===== src/line_follow_steering_control_core_defines.svh =====
// Assertion macros shared by the steering control RTL.
`ifndef LINE_FOLLOW_STEERING_CONTROL_CORE_DEFINES_SVH
`define LINE_FOLLOW_STEERING_CONTROL_CORE_DEFINES_SVH

`ifndef SYNTH
`define LFSC_ASSERT_IMP(lbl, ante, cons) \
    lbl: assert property (@(posedge clk) disable iff (!rst_n) (ante) |-> (cons)) \
        else $error("lfsc assertion failed");
`define LFSC_ASSERT_NXT(lbl, ante, cons) \
    lbl: assert property (@(posedge clk) disable iff (!rst_n) (ante) |=> (cons)) \
        else $error("lfsc assertion failed");
`else
`define LFSC_ASSERT_IMP(lbl, ante, cons)
`define LFSC_ASSERT_NXT(lbl, ante, cons)
`endif

`endif


===== src/lfsc_pkg.sv =====
// Types and constants for the line-follow steering control core.
package lfsc_pkg;

    localparam int ERR_W    = 8;
    localparam int SPD_W    = 14;
    localparam int LEFT_W   = 15;
    localparam int TURN_W   = 16;
    localparam int GAIN_W   = 9;
    localparam int SMOOTH_W = 7;
    localparam int LIMIT_W  = 8;
    localparam int SLOW_W   = 6;
    localparam int UPPER_W  = 16;

    localparam int CFG_IDX_W  = 2;
    localparam int CFG_DATA_W = 9;

    // serial multiplier / divider sizing
    localparam int MCAND_W = 17;
    localparam int MPLR_W  = 8;
    localparam int PROD_W  = MCAND_W + MPLR_W;
    localparam int DIVR_W  = 7;

    localparam logic [CFG_IDX_W-1:0] REG_STEER_GAIN   = 2'd0;
    localparam logic [CFG_IDX_W-1:0] REG_SMOOTH_PCT   = 2'd1;
    localparam logic [CFG_IDX_W-1:0] REG_ACCEL_LIMIT  = 2'd2;
    localparam logic [CFG_IDX_W-1:0] REG_CURVE_SLOW   = 2'd3;

    localparam logic [GAIN_W-1:0]   RST_STEER_GAIN  = 9'd260;
    localparam logic [SMOOTH_W-1:0] RST_SMOOTH_PCT  = 7'd3;
    localparam logic [LIMIT_W-1:0]  RST_ACCEL_LIMIT = 8'd150;
    localparam logic [SLOW_W-1:0]   RST_CURVE_SLOW  = 6'd15;

    localparam logic [MPLR_W-1:0] PCT_FULL  = 8'd100;
    localparam logic [DIVR_W-1:0] DIV_PCT   = 7'd100;
    localparam logic [DIVR_W-1:0] DIV_THIRD = 7'd3;

    localparam logic signed [ERR_W-1:0] ERR_DEAD = 8'sd2;

    localparam int TURN_MAX = 32767;
    localparam int TURN_MIN = -32768;
    localparam int LEFT_MAX = 32767;

    typedef struct packed {
        logic busy;
        logic done;
    } unit_stat_t;

    typedef enum logic [3:0] {
        ST_IDLE,
        ST_SPD_MUL,
        ST_SPD_DIV,
        ST_ERR_MUL,
        ST_DIFF_MUL,
        ST_DIFF_DIV,
        ST_UP_MUL,
        ST_UP_DIV,
        ST_LO_DIV,
        ST_FIN
    } state_t;

endpackage


===== src/line_follow_steering_control_core.sv =====
// Top level of the line-follow steering control core: sequencer and state.
//
// Input channel (in_valid/in_stall) carries one beat: line_error, speed_cmd.
// Output channel (out_valid/out_stall) returns one beat per input beat:
// left_drive, right_drive, turn_amount.
// Config: cfg_we/cfg_index/cfg_data write gain, smoothing, limit, slowdown;
// write only while no beat is in flight.
// One beat is worked at a time. in_stall is high from acceptance until the
// result is placed in the output register, and the curve slowdown adds a
// product and a quotient to the work. A shared bit-serial multiplier and a
// shared restoring divider, each started by a registered launch, do the
// arithmetic. A new beat is taken only after the last one is in the output
// register, and not while out_stall keeps it from getting there.
// The output register holds a finished beat while out_stall is high; a new
// input beat is taken meanwhile, and it waits at the end for the register.
// Reset restores the default register values, clears the filtered turn and
// drops out_valid.
`include "line_follow_steering_control_core_defines.svh"

module line_follow_steering_control_core
(
    input  logic                                    clk,
    input  logic                                    rst_n,
    input  logic                                    in_valid,
    output logic                                    in_stall,
    input  logic signed [lfsc_pkg::ERR_W-1:0]       line_error,
    input  logic [lfsc_pkg::SPD_W-1:0]              speed_cmd,
    output logic                                    out_valid,
    input  logic                                    out_stall,
    output logic [lfsc_pkg::LEFT_W-1:0]             left_drive,
    output logic signed [lfsc_pkg::LEFT_W-1:0]      right_drive,
    output logic signed [lfsc_pkg::TURN_W-1:0]      turn_amount,
    input  logic                                    cfg_we,
    input  logic [lfsc_pkg::CFG_IDX_W-1:0]          cfg_index,
    input  logic [lfsc_pkg::CFG_DATA_W-1:0]         cfg_data
);

    localparam int ERR_W  = lfsc_pkg::ERR_W;
    localparam int SPD_W  = lfsc_pkg::SPD_W;
    localparam int TURN_W = lfsc_pkg::TURN_W;
    localparam int LEFT_W = lfsc_pkg::LEFT_W;
    localparam int MW     = lfsc_pkg::MCAND_W;
    localparam int QW     = lfsc_pkg::MPLR_W;
    localparam int NW     = lfsc_pkg::PROD_W;
    localparam int DW     = lfsc_pkg::DIVR_W;
    localparam int UW     = lfsc_pkg::UPPER_W;
    localparam int SUM_W  = MW + 2;
    localparam int LS_W   = UW + 2;

    localparam logic signed [SUM_W-1:0] SUM_HI  = SUM_W'(lfsc_pkg::TURN_MAX);
    localparam logic signed [SUM_W-1:0] SUM_LO  = SUM_W'(lfsc_pkg::TURN_MIN);
    localparam logic signed [LS_W-1:0]  LEFT_HI = LS_W'(lfsc_pkg::LEFT_MAX);

    lfsc_pkg::state_t state_reg, state_next;
    logic launch_reg, launch_next;

    logic [lfsc_pkg::GAIN_W-1:0]   gain_reg;
    logic [lfsc_pkg::SMOOTH_W-1:0] smooth_reg;
    logic [lfsc_pkg::LIMIT_W-1:0]  limit_reg;
    logic [lfsc_pkg::SLOW_W-1:0]   slow_pct_reg;

    logic signed [TURN_W-1:0] filt_reg;
    logic                     slow_reg;
    logic                     out_valid_reg;

    logic signed [ERR_W-1:0]  err_reg;
    logic [SPD_W-1:0]         base_reg;
    logic [SPD_W-1:0]         spd_reg;
    logic                     diff_neg_reg;
    logic [UW-1:0]            upper_reg;
    logic [LEFT_W-1:0]        left_reg;
    logic [LEFT_W-1:0]        right_reg;
    logic [TURN_W-1:0]        turn_reg;

    logic accept;
    logic slow_in;
    logic out_load;
    logic mul_start;
    logic div_start;

    lfsc_pkg::unit_stat_t mul_st;
    lfsc_pkg::unit_stat_t div_st;
    logic [MW-1:0] mul_mcand;
    logic [QW-1:0] mul_mplier;
    logic [NW-1:0] mul_product;
    logic [NW-1:0] div_dividend;
    logic [DW-1:0] div_divisor;
    logic [NW-1:0] div_quotient;

    logic [ERR_W-1:0]          err_mag;
    logic signed [MW:0]        prod_s;
    logic signed [MW:0]        diff;
    logic [MW:0]               diff_abs;
    logic signed [MW:0]        delta;
    logic signed [SUM_W-1:0]   turn_sum;
    logic signed [TURN_W-1:0]  filt_next;
    logic signed [LS_W-1:0]    left_sum;
    logic signed [LS_W-1:0]    upper_s;
    logic signed [LS_W-1:0]    lower_s;
    logic signed [LS_W-1:0]    left_c1;
    logic signed [LS_W-1:0]    left_c2;
    logic [LEFT_W-1:0]         left_next;
    logic [LEFT_W-1:0]         right_next;

    assign slow_in = (slow_pct_reg != '0) &&
                     ((line_error > lfsc_pkg::ERR_DEAD) || (line_error < -lfsc_pkg::ERR_DEAD));
    assign accept  = in_valid && !in_stall;

    // next state
    always_comb
    begin
        state_next = state_reg;
        case (state_reg)
            lfsc_pkg::ST_IDLE:
            begin
                if (in_valid)
                begin
                    state_next = slow_in ? lfsc_pkg::ST_SPD_MUL : lfsc_pkg::ST_ERR_MUL;
                end
            end
            lfsc_pkg::ST_SPD_MUL:  if (mul_st.done) state_next = lfsc_pkg::ST_SPD_DIV;
            lfsc_pkg::ST_SPD_DIV:  if (div_st.done) state_next = lfsc_pkg::ST_ERR_MUL;
            lfsc_pkg::ST_ERR_MUL:  if (mul_st.done) state_next = lfsc_pkg::ST_DIFF_MUL;
            lfsc_pkg::ST_DIFF_MUL: if (mul_st.done) state_next = lfsc_pkg::ST_DIFF_DIV;
            lfsc_pkg::ST_DIFF_DIV: if (div_st.done) state_next = lfsc_pkg::ST_UP_MUL;
            lfsc_pkg::ST_UP_MUL:   if (mul_st.done) state_next = lfsc_pkg::ST_UP_DIV;
            lfsc_pkg::ST_UP_DIV:   if (div_st.done) state_next = lfsc_pkg::ST_LO_DIV;
            lfsc_pkg::ST_LO_DIV:   if (div_st.done) state_next = lfsc_pkg::ST_FIN;
            lfsc_pkg::ST_FIN:      if (out_load) state_next = lfsc_pkg::ST_IDLE;
            default:               state_next = lfsc_pkg::ST_IDLE;
        endcase
    end

    assign launch_next = (state_next != state_reg) &&
                         (state_next != lfsc_pkg::ST_IDLE) &&
                         (state_next != lfsc_pkg::ST_FIN);

    // state outputs
    always_comb
    begin
        in_stall  = (state_reg != lfsc_pkg::ST_IDLE);
        mul_start = launch_reg && (state_reg inside {lfsc_pkg::ST_SPD_MUL, lfsc_pkg::ST_ERR_MUL,
                                                     lfsc_pkg::ST_DIFF_MUL, lfsc_pkg::ST_UP_MUL});
        div_start = launch_reg && (state_reg inside {lfsc_pkg::ST_SPD_DIV, lfsc_pkg::ST_DIFF_DIV,
                                                     lfsc_pkg::ST_UP_DIV, lfsc_pkg::ST_LO_DIV});
        out_load  = (state_reg == lfsc_pkg::ST_FIN) && (!out_valid_reg || !out_stall);
    end

    // turn filter arithmetic, sign-magnitude around the unsigned units
    always_comb
    begin
        err_mag   = err_reg[ERR_W-1] ? ERR_W'(-err_reg) : ERR_W'(err_reg);
        prod_s    = err_reg[ERR_W-1] ? -$signed({1'b0, mul_product[MW-1:0]})
                                     :  $signed({1'b0, mul_product[MW-1:0]});
        diff      = prod_s - (MW+1)'(filt_reg);
        diff_abs  = diff[MW] ? (MW+1)'(-diff) : (MW+1)'(diff);
        delta     = diff_neg_reg ? -$signed({1'b0, div_quotient[MW-1:0]})
                                 :  $signed({1'b0, div_quotient[MW-1:0]});
        turn_sum  = SUM_W'(filt_reg) + SUM_W'(delta);
        if (turn_sum > SUM_HI)
        begin
            filt_next = SUM_HI[TURN_W-1:0];
        end
        else if (turn_sum < SUM_LO)
        begin
            filt_next = SUM_LO[TURN_W-1:0];
        end
        else
        begin
            filt_next = turn_sum[TURN_W-1:0];
        end
    end

    // left duty clamps
    always_comb
    begin
        left_sum   = $signed({{(LS_W-SPD_W){1'b0}}, spd_reg}) + LS_W'(filt_reg);
        upper_s    = $signed({2'b00, upper_reg});
        lower_s    = $signed({{(LS_W-SPD_W){1'b0}}, div_quotient[SPD_W-1:0]});
        left_c1    = (left_sum > upper_s) ? upper_s : left_sum;
        left_c2    = (left_c1 < lower_s) ? lower_s : left_c1;
        left_next  = (left_c2 > LEFT_HI) ? LEFT_HI[LEFT_W-1:0] : left_c2[LEFT_W-1:0];
        right_next = LEFT_W'(-{1'b0, spd_reg});
    end

    // operand selection
    always_comb
    begin
        mul_mcand    = '0;
        mul_mplier   = '0;
        div_dividend = mul_product;
        div_divisor  = lfsc_pkg::DIV_PCT;
        case (state_reg)
            lfsc_pkg::ST_SPD_MUL:
            begin
                mul_mcand  = MW'(base_reg);
                mul_mplier = lfsc_pkg::PCT_FULL - QW'(slow_pct_reg);
            end
            lfsc_pkg::ST_ERR_MUL:
            begin
                mul_mcand  = MW'(gain_reg);
                mul_mplier = QW'(err_mag);
            end
            lfsc_pkg::ST_DIFF_MUL:
            begin
                mul_mcand  = diff_abs[MW-1:0];
                mul_mplier = QW'(smooth_reg);
            end
            lfsc_pkg::ST_UP_MUL:
            begin
                mul_mcand  = MW'(spd_reg);
                mul_mplier = QW'(limit_reg);
            end
            lfsc_pkg::ST_LO_DIV:
            begin
                div_dividend = NW'(spd_reg);
                div_divisor  = lfsc_pkg::DIV_THIRD;
            end
            default:
            begin
                mul_mcand = '0;
            end
        endcase
    end

    always_ff @(posedge clk or negedge rst_n)
    begin
        if (!rst_n)
        begin
            state_reg     <= lfsc_pkg::ST_IDLE;
            launch_reg    <= 1'b0;
            out_valid_reg <= 1'b0;
            filt_reg      <= '0;
            slow_reg      <= 1'b0;
            gain_reg      <= lfsc_pkg::RST_STEER_GAIN;
            smooth_reg    <= lfsc_pkg::RST_SMOOTH_PCT;
            limit_reg     <= lfsc_pkg::RST_ACCEL_LIMIT;
            slow_pct_reg  <= lfsc_pkg::RST_CURVE_SLOW;
        end
        else
        begin
            state_reg  <= state_next;
            launch_reg <= launch_next;
            if (out_load)
            begin
                out_valid_reg <= 1'b1;
            end
            else if (!out_stall)
            begin
                out_valid_reg <= 1'b0;
            end
            if (accept)
            begin
                slow_reg <= slow_in;
            end
            if (launch_reg && (state_reg == lfsc_pkg::ST_UP_MUL))
            begin
                filt_reg <= filt_next;
            end
            if (cfg_we)
            begin
                case (cfg_index)
                    lfsc_pkg::REG_STEER_GAIN:  gain_reg     <= cfg_data[lfsc_pkg::GAIN_W-1:0];
                    lfsc_pkg::REG_SMOOTH_PCT:  smooth_reg   <= cfg_data[lfsc_pkg::SMOOTH_W-1:0];
                    lfsc_pkg::REG_ACCEL_LIMIT: limit_reg    <= cfg_data[lfsc_pkg::LIMIT_W-1:0];
                    lfsc_pkg::REG_CURVE_SLOW:  slow_pct_reg <= cfg_data[lfsc_pkg::SLOW_W-1:0];
                    default:                   gain_reg     <= gain_reg;
                endcase
            end
        end
    end

    always_ff @(posedge clk)
    begin
        if (accept)
        begin
            err_reg  <= line_error;
            base_reg <= speed_cmd;
            spd_reg  <= speed_cmd;
        end
        if (launch_reg && (state_reg == lfsc_pkg::ST_ERR_MUL) && slow_reg)
        begin
            spd_reg <= div_quotient[SPD_W-1:0];
        end
        if (launch_reg && (state_reg == lfsc_pkg::ST_DIFF_MUL))
        begin
            diff_neg_reg <= diff[MW];
        end
        if (launch_reg && (state_reg == lfsc_pkg::ST_LO_DIV))
        begin
            upper_reg <= div_quotient[UW-1:0];
        end
        if (out_load)
        begin
            left_reg  <= left_next;
            right_reg <= right_next;
            turn_reg  <= filt_reg;
        end
    end

    lfsc_serial_mul u_mul
    (
        .clk     (clk),
        .rst_n   (rst_n),
        .start   (mul_start),
        .mcand   (mul_mcand),
        .mplier  (mul_mplier),
        .stat    (mul_st),
        .product (mul_product)
    );

    lfsc_serial_div u_div
    (
        .clk      (clk),
        .rst_n    (rst_n),
        .start    (div_start),
        .dividend (div_dividend),
        .divisor  (div_divisor),
        .stat     (div_st),
        .quotient (div_quotient)
    );

    assign out_valid   = out_valid_reg;
    assign left_drive  = left_reg;
    assign right_drive = right_reg;
    assign turn_amount = turn_reg;

    `LFSC_ASSERT_IMP(a_one_unit_busy, mul_st.busy, !div_st.busy)
    `LFSC_ASSERT_NXT(a_accept_leaves_idle, accept, state_reg != lfsc_pkg::ST_IDLE)
    `LFSC_ASSERT_NXT(a_result_loaded, out_load, out_valid_reg)

endmodule


===== src/lfsc_serial_mul.sv =====
// Radix-2 shift-add multiplier, one multiplier bit per cycle.
`include "line_follow_steering_control_core_defines.svh"

module lfsc_serial_mul
(
    input  logic                                clk,
    input  logic                                rst_n,
    input  logic                                start,
    input  logic [lfsc_pkg::MCAND_W-1:0]        mcand,
    input  logic [lfsc_pkg::MPLR_W-1:0]         mplier,
    output lfsc_pkg::unit_stat_t                stat,
    output logic [lfsc_pkg::PROD_W-1:0]         product
);

    localparam int MW    = lfsc_pkg::MCAND_W;
    localparam int QW    = lfsc_pkg::MPLR_W;
    localparam int CNT_W = (QW > 1) ? $clog2(QW) : 1;
    localparam logic [CNT_W-1:0] CNT_LAST = CNT_W'(QW - 1);

    logic             busy_reg;
    logic [CNT_W-1:0] cnt_reg;
    logic [MW-1:0]    acc_reg;
    logic [QW-1:0]    q_reg;
    logic [MW-1:0]    mcand_reg;
    logic [MW:0]      sum;

    assign sum = {1'b0, acc_reg} + (q_reg[0] ? {1'b0, mcand_reg} : {(MW+1){1'b0}});

    always_ff @(posedge clk or negedge rst_n)
    begin
        if (!rst_n)
        begin
            busy_reg <= 1'b0;
            cnt_reg  <= '0;
        end
        else if (start)
        begin
            busy_reg <= 1'b1;
            cnt_reg  <= '0;
        end
        else if (busy_reg)
        begin
            if (cnt_reg == CNT_LAST)
            begin
                busy_reg <= 1'b0;
            end
            cnt_reg <= cnt_reg + 1'b1;
        end
    end

    always_ff @(posedge clk)
    begin
        if (start)
        begin
            acc_reg   <= '0;
            q_reg     <= mplier;
            mcand_reg <= mcand;
        end
        else if (busy_reg)
        begin
            acc_reg <= sum[MW:1];
            q_reg   <= {sum[0], q_reg[QW-1:1]};
        end
    end

    assign stat.busy = busy_reg;
    assign stat.done = busy_reg && (cnt_reg == CNT_LAST);
    assign product   = {acc_reg, q_reg};

    `LFSC_ASSERT_IMP(a_mul_start_idle, start, !busy_reg)
    `LFSC_ASSERT_NXT(a_mul_start_busy, start, busy_reg)
    `LFSC_ASSERT_NXT(a_mul_done_free, busy_reg && (cnt_reg == CNT_LAST), !busy_reg)

endmodule


===== src/lfsc_serial_div.sv =====
// Restoring divider by a small constant, one quotient bit per cycle.
`include "line_follow_steering_control_core_defines.svh"

module lfsc_serial_div
(
    input  logic                                clk,
    input  logic                                rst_n,
    input  logic                                start,
    input  logic [lfsc_pkg::PROD_W-1:0]         dividend,
    input  logic [lfsc_pkg::DIVR_W-1:0]         divisor,
    output lfsc_pkg::unit_stat_t                stat,
    output logic [lfsc_pkg::PROD_W-1:0]         quotient
);

    localparam int NW    = lfsc_pkg::PROD_W;
    localparam int DW    = lfsc_pkg::DIVR_W;
    localparam int RW    = DW + 1;
    localparam int CNT_W = $clog2(NW);
    localparam logic [CNT_W-1:0] CNT_LAST = CNT_W'(NW - 1);

    logic             busy_reg;
    logic [CNT_W-1:0] cnt_reg;
    logic [RW-1:0]    rem_reg;
    logic [NW-1:0]    quo_reg;
    logic [DW-1:0]    divisor_reg;
    logic [RW-1:0]    trial;
    logic             fits;
    logic [RW-1:0]    rem_next;

    always_comb
    begin
        trial    = {rem_reg[RW-2:0], quo_reg[NW-1]};
        fits     = trial >= {1'b0, divisor_reg};
        rem_next = fits ? (trial - {1'b0, divisor_reg}) : trial;
    end

    always_ff @(posedge clk or negedge rst_n)
    begin
        if (!rst_n)
        begin
            busy_reg <= 1'b0;
            cnt_reg  <= '0;
        end
        else if (start)
        begin
            busy_reg <= 1'b1;
            cnt_reg  <= '0;
        end
        else if (busy_reg)
        begin
            if (cnt_reg == CNT_LAST)
            begin
                busy_reg <= 1'b0;
            end
            cnt_reg <= cnt_reg + 1'b1;
        end
    end

    always_ff @(posedge clk)
    begin
        if (start)
        begin
            rem_reg     <= '0;
            quo_reg     <= dividend;
            divisor_reg <= divisor;
        end
        else if (busy_reg)
        begin
            rem_reg <= rem_next;
            quo_reg <= {quo_reg[NW-2:0], fits};
        end
    end

    assign stat.busy = busy_reg;
    assign stat.done = busy_reg && (cnt_reg == CNT_LAST);
    assign quotient  = quo_reg;

    `LFSC_ASSERT_IMP(a_div_start_idle, start, !busy_reg)
    `LFSC_ASSERT_NXT(a_div_start_busy, start, busy_reg)
    `LFSC_ASSERT_NXT(a_div_done_free, busy_reg && (cnt_reg == CNT_LAST), !busy_reg)

endmodule


===== config.mk =====
export PLATFORM = sky130hd
export DESIGN_NAME = line_follow_steering_control_core
export DESIGN_NICKNAME = d
export VERILOG_FILES = /design/src/lfsc_pkg.sv /design/src/line_follow_steering_control_core.sv /design/src/lfsc_serial_mul.sv /design/src/lfsc_serial_div.sv
export VERILOG_INCLUDE_DIRS = /design/src /design/src/src
export SDC_FILE = /design/constraint.sdc
export NUM_CORES = 1
export LEC_CHECK = 0
export BUFFER_PORTS_ARGS = -buffer_cell sky130_fd_sc_hd__buf_2
export CAP_MARGIN = 20
export CORE_MARGIN = 2
export CORE_UTILIZATION = 60
export CTS_CLUSTER_SIZE = 30
export DETAILED_ROUTE_END_ITERATION = 7
export PLACE_DENSITY_LB_ADDON = 0.1
export SYNTH_ARGS = -nofsm -noshare
export SYNTH_HDL_FRONTEND = slang
export SYNTH_SLANG_ARGS = --single-unit

===== constraint.sdc =====
create_clock -name clk -period 8.1 [get_ports clk]
set_clock_uncertainty 0.15 [all_clocks]
set_input_delay 1.215 -clock clk [delete_from_list [all_inputs] [get_ports clk]]
set_output_delay 1.215 -clock clk [all_outputs]
set_load 0.02 [all_outputs]

### Word level (Yosys, flattened, before mapping)

Index checks and enable logic that the tools add are counted.

| storage, ports and cells | value |
|---|---|
| flip-flop bits (word level) | 243 |
| input port bits | 38 |

| cells by class | value |
|---|---|
| add/sub/neg operators | 13 |
| magnitude comparators | 8 |
| eq/ne operators | 17 |
| muxes and demuxes | 44 |
| reduce and logical (&&, ||, !) cells | 33 |

Operators by type and width:

| operator | number |
|---|---|
| $mux W25 | 3 |
| $mux W18 | 4 |
| $pmux W17 S4 | 1 |
| $mux W4 | 10 |
| $pmux W4 S10 | 1 |
| $neg A17 Y18 | 2 |
| $mux W17 | 2 |
| $mux W16 | 2 |
| $pmux W8 S4 | 1 |
| $mux W14 | 2 |
| $mux W8 | 3 |
| $add A16 B18 Y19 | 1 |
| $gt A19 B16 Y1 const B | 1 |
| $lt A19 B16 Y1 const B | 1 |
| $add A17 B18 Y18 | 1 |
| $gt A18 B16 Y1 const B | 1 |
| $lt A18 B15 Y1 | 1 |
| $sub A18 B16 Y18 | 1 |
| $add A15 B16 Y17 | 1 |
| $gt A17 B17 Y1 | 1 |
| $neg A17 Y17 | 1 |
| $eq A4 B3 Y1 const B | 4 |
| $reduce_bool A4 Y1 | 4 |
| $neg A14 Y15 | 1 |
| other kinds (31) | 65 |

### Longest topological paths before layout

| depth | value |
|---|---|
| depth after elaboration | 9 |
| depth in mapped cells | 31 |

### By module

From an unflattened synthesis, not the netlist that was laid out.

| second synthesis, totals | value |
|---|---|
| cells, all modules | 1596 |
| area total of the unflattened synthesis | 16281.9 µm² |

By module, submodules not included:

| module | instances | cells an instance | area each (µm²) | seq. area each (µm²) |
|---|---|---|---|---|
| line_follow_steering_control_core | 1 | 1162 | 11330.9 | 4314.1 |
| lfsc_serial_mul | 1 | 244 | 2591.2 | 1191.1 |
| lfsc_serial_div | 1 | 190 | 2359.8 | 1251.2 |

### Worst setup path after synthesis

OpenSTA, ideal clock, no wires.

| path | value |
|---|---|
| path type | register -> register |
| from | register spd_reg[0] |
| to | register left_reg[10] (netlist: left_drive[10]) (data pin) |
| arrival time | 6.350 ns |
| data required time | 7.682 ns |
| path slack | 1.332 ns |
| stages on the path, launching flop included | 32 |
| buffers on the path | 2 |
| period minus slack after synthesis | 6.768 ns |
| path through | edfxtp_1 ha_1 fa_1 a21o_1 a21oi_1 o21ai_1 a21oi_1 nand3b_1 nand3_1 ha_1 a21o_1 a21o_1 a221oi_1 o211ai_1 nand3_1 buf_2 mux2_1 ha_1 a21o_1 a21o_1 a21oi_1 nor2b_1 o21ai_0 nand2_1 a2111oi_0 nand3_1 nor3_1 ha_1 inv_2 clkbuf_1 mux2i_1 nand2_1 |

| on the way | value |
|---|---|
| longest elaborated chain between the ends | 6 |

RTL lines:

| what | line | text |
|---|---|---|
| start: declaration | line_follow_steering_control_core.sv:68 | `logic [SPD_W-1:0] spd_reg;` |
| start signal: assignment | line_follow_steering_control_core.sv:279 | `spd_reg <= speed_cmd;` |
| start signal: assignment | line_follow_steering_control_core.sv:283 | `spd_reg <= div_quotient[SPD_W-1:0];` |
| $add A15 B16 Y17 * | line_follow_steering_control_core.sv:177 | `left_sum = $signed({{(LS_W-SPD_W){1'b0}}, spd_reg}) + LS_W'(filt_reg);` |
| $gt A17 B17 Y1 | line_follow_steering_control_core.sv:180 | `left_c1 = (left_sum > upper_s) ? upper_s : left_sum;` |
| $mux W18 * | line_follow_steering_control_core.sv:180 |  |
| $lt A18 B15 Y1 | line_follow_steering_control_core.sv:181 | `left_c2 = (left_c1 < lower_s) ? lower_s : left_c1;` |
| $mux W18 * | line_follow_steering_control_core.sv:181 |  |
| $gt A18 B16 Y1 | line_follow_steering_control_core.sv:182 | `left_next = (left_c2 > LEFT_HI) ? LEFT_HI[LEFT_W-1:0] : left_c2[LEFT_W-1:0];` |
| end signal: assignment | line_follow_steering_control_core.sv:295 | `left_reg <= left_next;` |
| end: declaration | line_follow_steering_control_core.sv:71 | `logic [LEFT_W-1:0] left_reg;` |

Every way passes the cells marked *; elsewhere a longest branch is shown, timed or not.
A chain may end at the register's enable or synchronous reset.

### Worst setup path after layout

| path | value |
|---|---|
| from | register spd_reg[0] |
| to | register left_reg[4] (netlist: left_drive[4]) (data pin) |

Same word-level chain as after synthesis.

==> run_results.csv <==
group,metric,value,unit
status,run_status,"finished clean",
cts,hold_buffers,0,
pwr,power_density,354,mW/mm2
floorplanning,initial_core_util,0.611,
cts,h-tree-depth,1,
yosys,synth_most_common_cell,"nand2_1",
cts,cts_buffer_depth,3,
detailed_routing,routed_wl,42100,um
placed_design,place_area,0.0161,mm2
yosys,synth_top_area_frac,0.295,
flow_run,drv_cap,0,
floorplanning,io_pins,86,
pwr,p_leak,7.04,nW
timing,slew_headroom,0.324,
cts,clk_pin_slew,0.06,ns
timing,hold_viol_final,0,
yosys,yosys.area.top_type,"edfxtp_1",
pwr,ir_drop,0.239,mV
global_routing,antenna_found_initial,0,
setup_path,cpMaxStageDelayCell,"edfxtp_1",
detailed_routing,drtAntennaViolNets,0,
global_routing,grt_max_degree,64,
setup_path,path_buf_inv,1,
finish,nFillCells,2031,
timing,tightest_slew,1.01,ns
yosys,yosysUniqueCellTypes,77,
detailed_routing,via_per_inst,6.27,
cts,cts_tree,"yes",
timing,min_period_over_period,0.915,
floorplanning,num_rows,58,
setup_path,critical_path_required,8.25,ns
timing,min_period,7.41,ns
detailed_routing,drtPass1Iterations,8,
setup_path,cp_slowest_stage_delay,0.48,ns
setup_path,r2r_setup_slack,0.69,ns
yosys,synthesis.area,0.0154,mm2
yosys,synth_edf_count,151,
global_routing,grt_pass1_vias,11500,
cts,clkLatencyLatePin,0.55,ns
timing,slew_viol_final,0,
finish,stdcell_area,0.0170,mm2
yosys,syn-instance-count,1559,
floorplanning,die_h,164,um
placed_design,place_hpwl,31400,um
setup_path,cpMostUsedCell,"a21o_1",
setup_path,crit_path_start_kind,"flip-flop",
timing,rsz0062_at_grt,"no",
yosys,seq_area_frac_synth,0.430,
setup_path,cp.arrival,7.56,ns
finish,drive_gt1_frac,0.136,
detailed_routing,initialDrtViolationCount,1304,
yosys,ys_top_cells_by_area,"edfxtp_1, ha_1, dfrtp_1",
setup_path,path_delay_family,"compound AO/OA/AOI/OAI gates",
finish,areaGrowthSynthToFinish,10.4,%
yosys,synth_flop_cell,"edfxtp_1",
yosys,netlist_top_cells_count,"nand2_1, edfxtp_1, nor2_1",
timing,max_freq,0.135,GHz
cts,cts_buffers,26,
detailed_routing,vias,12400,
finish,insertedDiodeCount,0,
setup_path,criticalPathCategory,"flip-flop to flip-flop",
placed_design,portBuffers,85,
cts,cts.repair.resized,0,
setup_path,cp-end-kind,"flip-flop",
global_routing,grt_usage,0.313,
yosys,synth_warnings,0,
floorplanning,dieWidth,164,um
finish,nets,1780,
timing,setup_tns,0,ns
timing,setup_viol,0,
cts,cts_root_buf,"clkbuf_16",
yosys,synthArstFlopShare,0.265,
global_routing,overflow,0,
yosys,synthesis.nets,1713,
yosys,synth.avg_cell_area,9.86,um2
floorplanning,core,0.0252,mm2
floorplanning,die_area,0.0269,mm2
placed_design,gp_congestion,0.958,
finish,largest_reg_flops,25,
global_routing,grt_pass1_wl,64700,um
pwr,p_total,6.00,mW
detailed_routing,wire_per_inst,21.3,um
cts,clock-sinks,238,
setup_path,cp_max_fo,16,
yosys,ys_seq_elements,238,
timing,timing.hold.ws,0.317,ns
detailed_routing,drc_errors,0,
hold_path,hp-class,"flip-flop to flip-flop",
## cell type report
type / count / area (um2) / area share
clock buffer: 37 / 712 / 0.0420
sequential: 238 / 6610 / 0.389
clock inverter: 11 / 124 / 0.00730
multi-input combinational: 1165 / 8200 / 0.483
inverter: 96 / 362 / 0.0213
timing repair buffer: 99 / 551 / 0.0324
tap: 330 / 413 / 0.0243
## cell families (layout without fill, tap and decap cells)
kind of cell,Yosys count,in the layout,synth area share
buffers and inverters,156,243,0.0387
adders and majority gates,116,116,0.0969
AOI/OAI and AO/OA,344,344,0.150
and+or+nand+nor,496,496,0.154
DFF,238,238,0.430
xor gates and xnor gates,122,122,0.0700
muxes,87,87,0.0613
## metal layers
layer	wire length, um	GRT usage	part of all wire
met3	3410	0.0412	0.081
met5	0	0	0
met1	17900	0.437	0.42
met4	1790	0.122	0.042
met2	19000	0.499	0.45
## cells in the final DEF, fill, tap and decap left out, types with 44 or more instances in the layout
cell / synthesis / routed
nand2_1: 161 / 161
xnor2_1: 92 / 92
nor2_1: 122 / 121
buf_2: 3 / 85
dfrtp_1: 51 / 51
ha_1: 111 / 111
o21ai_0: 52 / 52
mux2_2: 46 / 46
edfxtp_1: 151 / 151
nand3_1: 44 / 44
a21oi_1: 58 / 58
inv_1: 90 / 90
## worst paths after layout
check | startpoint | depth (start not counted) | end
worst max register to register | spd_reg[0]$_DFFE_PP_ | 29 | left_drive[4]$_SDFFCE_PN1P_
max in group asynchronous | rst_n | 2 | u_mul.cnt_reg[0]$_DFFE_PN0P_
worst min-delay path | u_div.rem_reg[6]$_SDFFE_PP0P_ | 2 | u_div.rem_reg[6]$_SDFFE_PP0P_
worst min register to register | u_div.rem_reg[6]$_SDFFE_PP0P_ | 2 | u_div.rem_reg[6]$_SDFFE_PP0P_
worst max-delay path | spd_reg[0]$_DFFE_PP_ | 29 | left_drive[4]$_SDFFCE_PN1P_
min in group asynchronous | rst_n | 2 | limit_reg[0]$_DFFE_PN0P_
## power by group
group          switching (mW)  internal (mW)  total, mW  leakage, nW
clock                   0.496          0.677       1.17        0.401
sequential              0.231           1.48       1.72         2.27
combinational            1.85           1.27       3.11         4.37
## through the flow
| stage | util | instances | worst slack [ns] |
|---|---|---|---|
| after floorplan | - | 1559 | 1.33 |
| after global placement | 0.639 | 1926 | 0.888 |
| after detailed placement | 0.639 | 1926 | 0.693 |
| after CTS | 0.672 | 1974 | 0.658 |
| after global routing | 0.674 | 1976 | 0.108 |
| final | 0.674 | 1976 | 0.692 |
## worst reg2reg max path: cells and delay by family (launching register included)
| family | cells | cell delay [ns] |
|---|---|---|
| compound gates | 13 | 2.68 |
| fa+ha+maj | 5 | 1.62 |
| buf+inv | 1 | 0.33 |
| flops | 1 | 0.48 |
| mux | 2 | 0.69 |
| simple gates | 8 | 1.21 |
## timing repair
action / CTS / global route
buffers inserted: 0 / 1
endpoints found under the hold margin: 0 / 0
setup endpoints to repair: 0 / 2
Note: power is estimated with default switching activity, not from simulation.
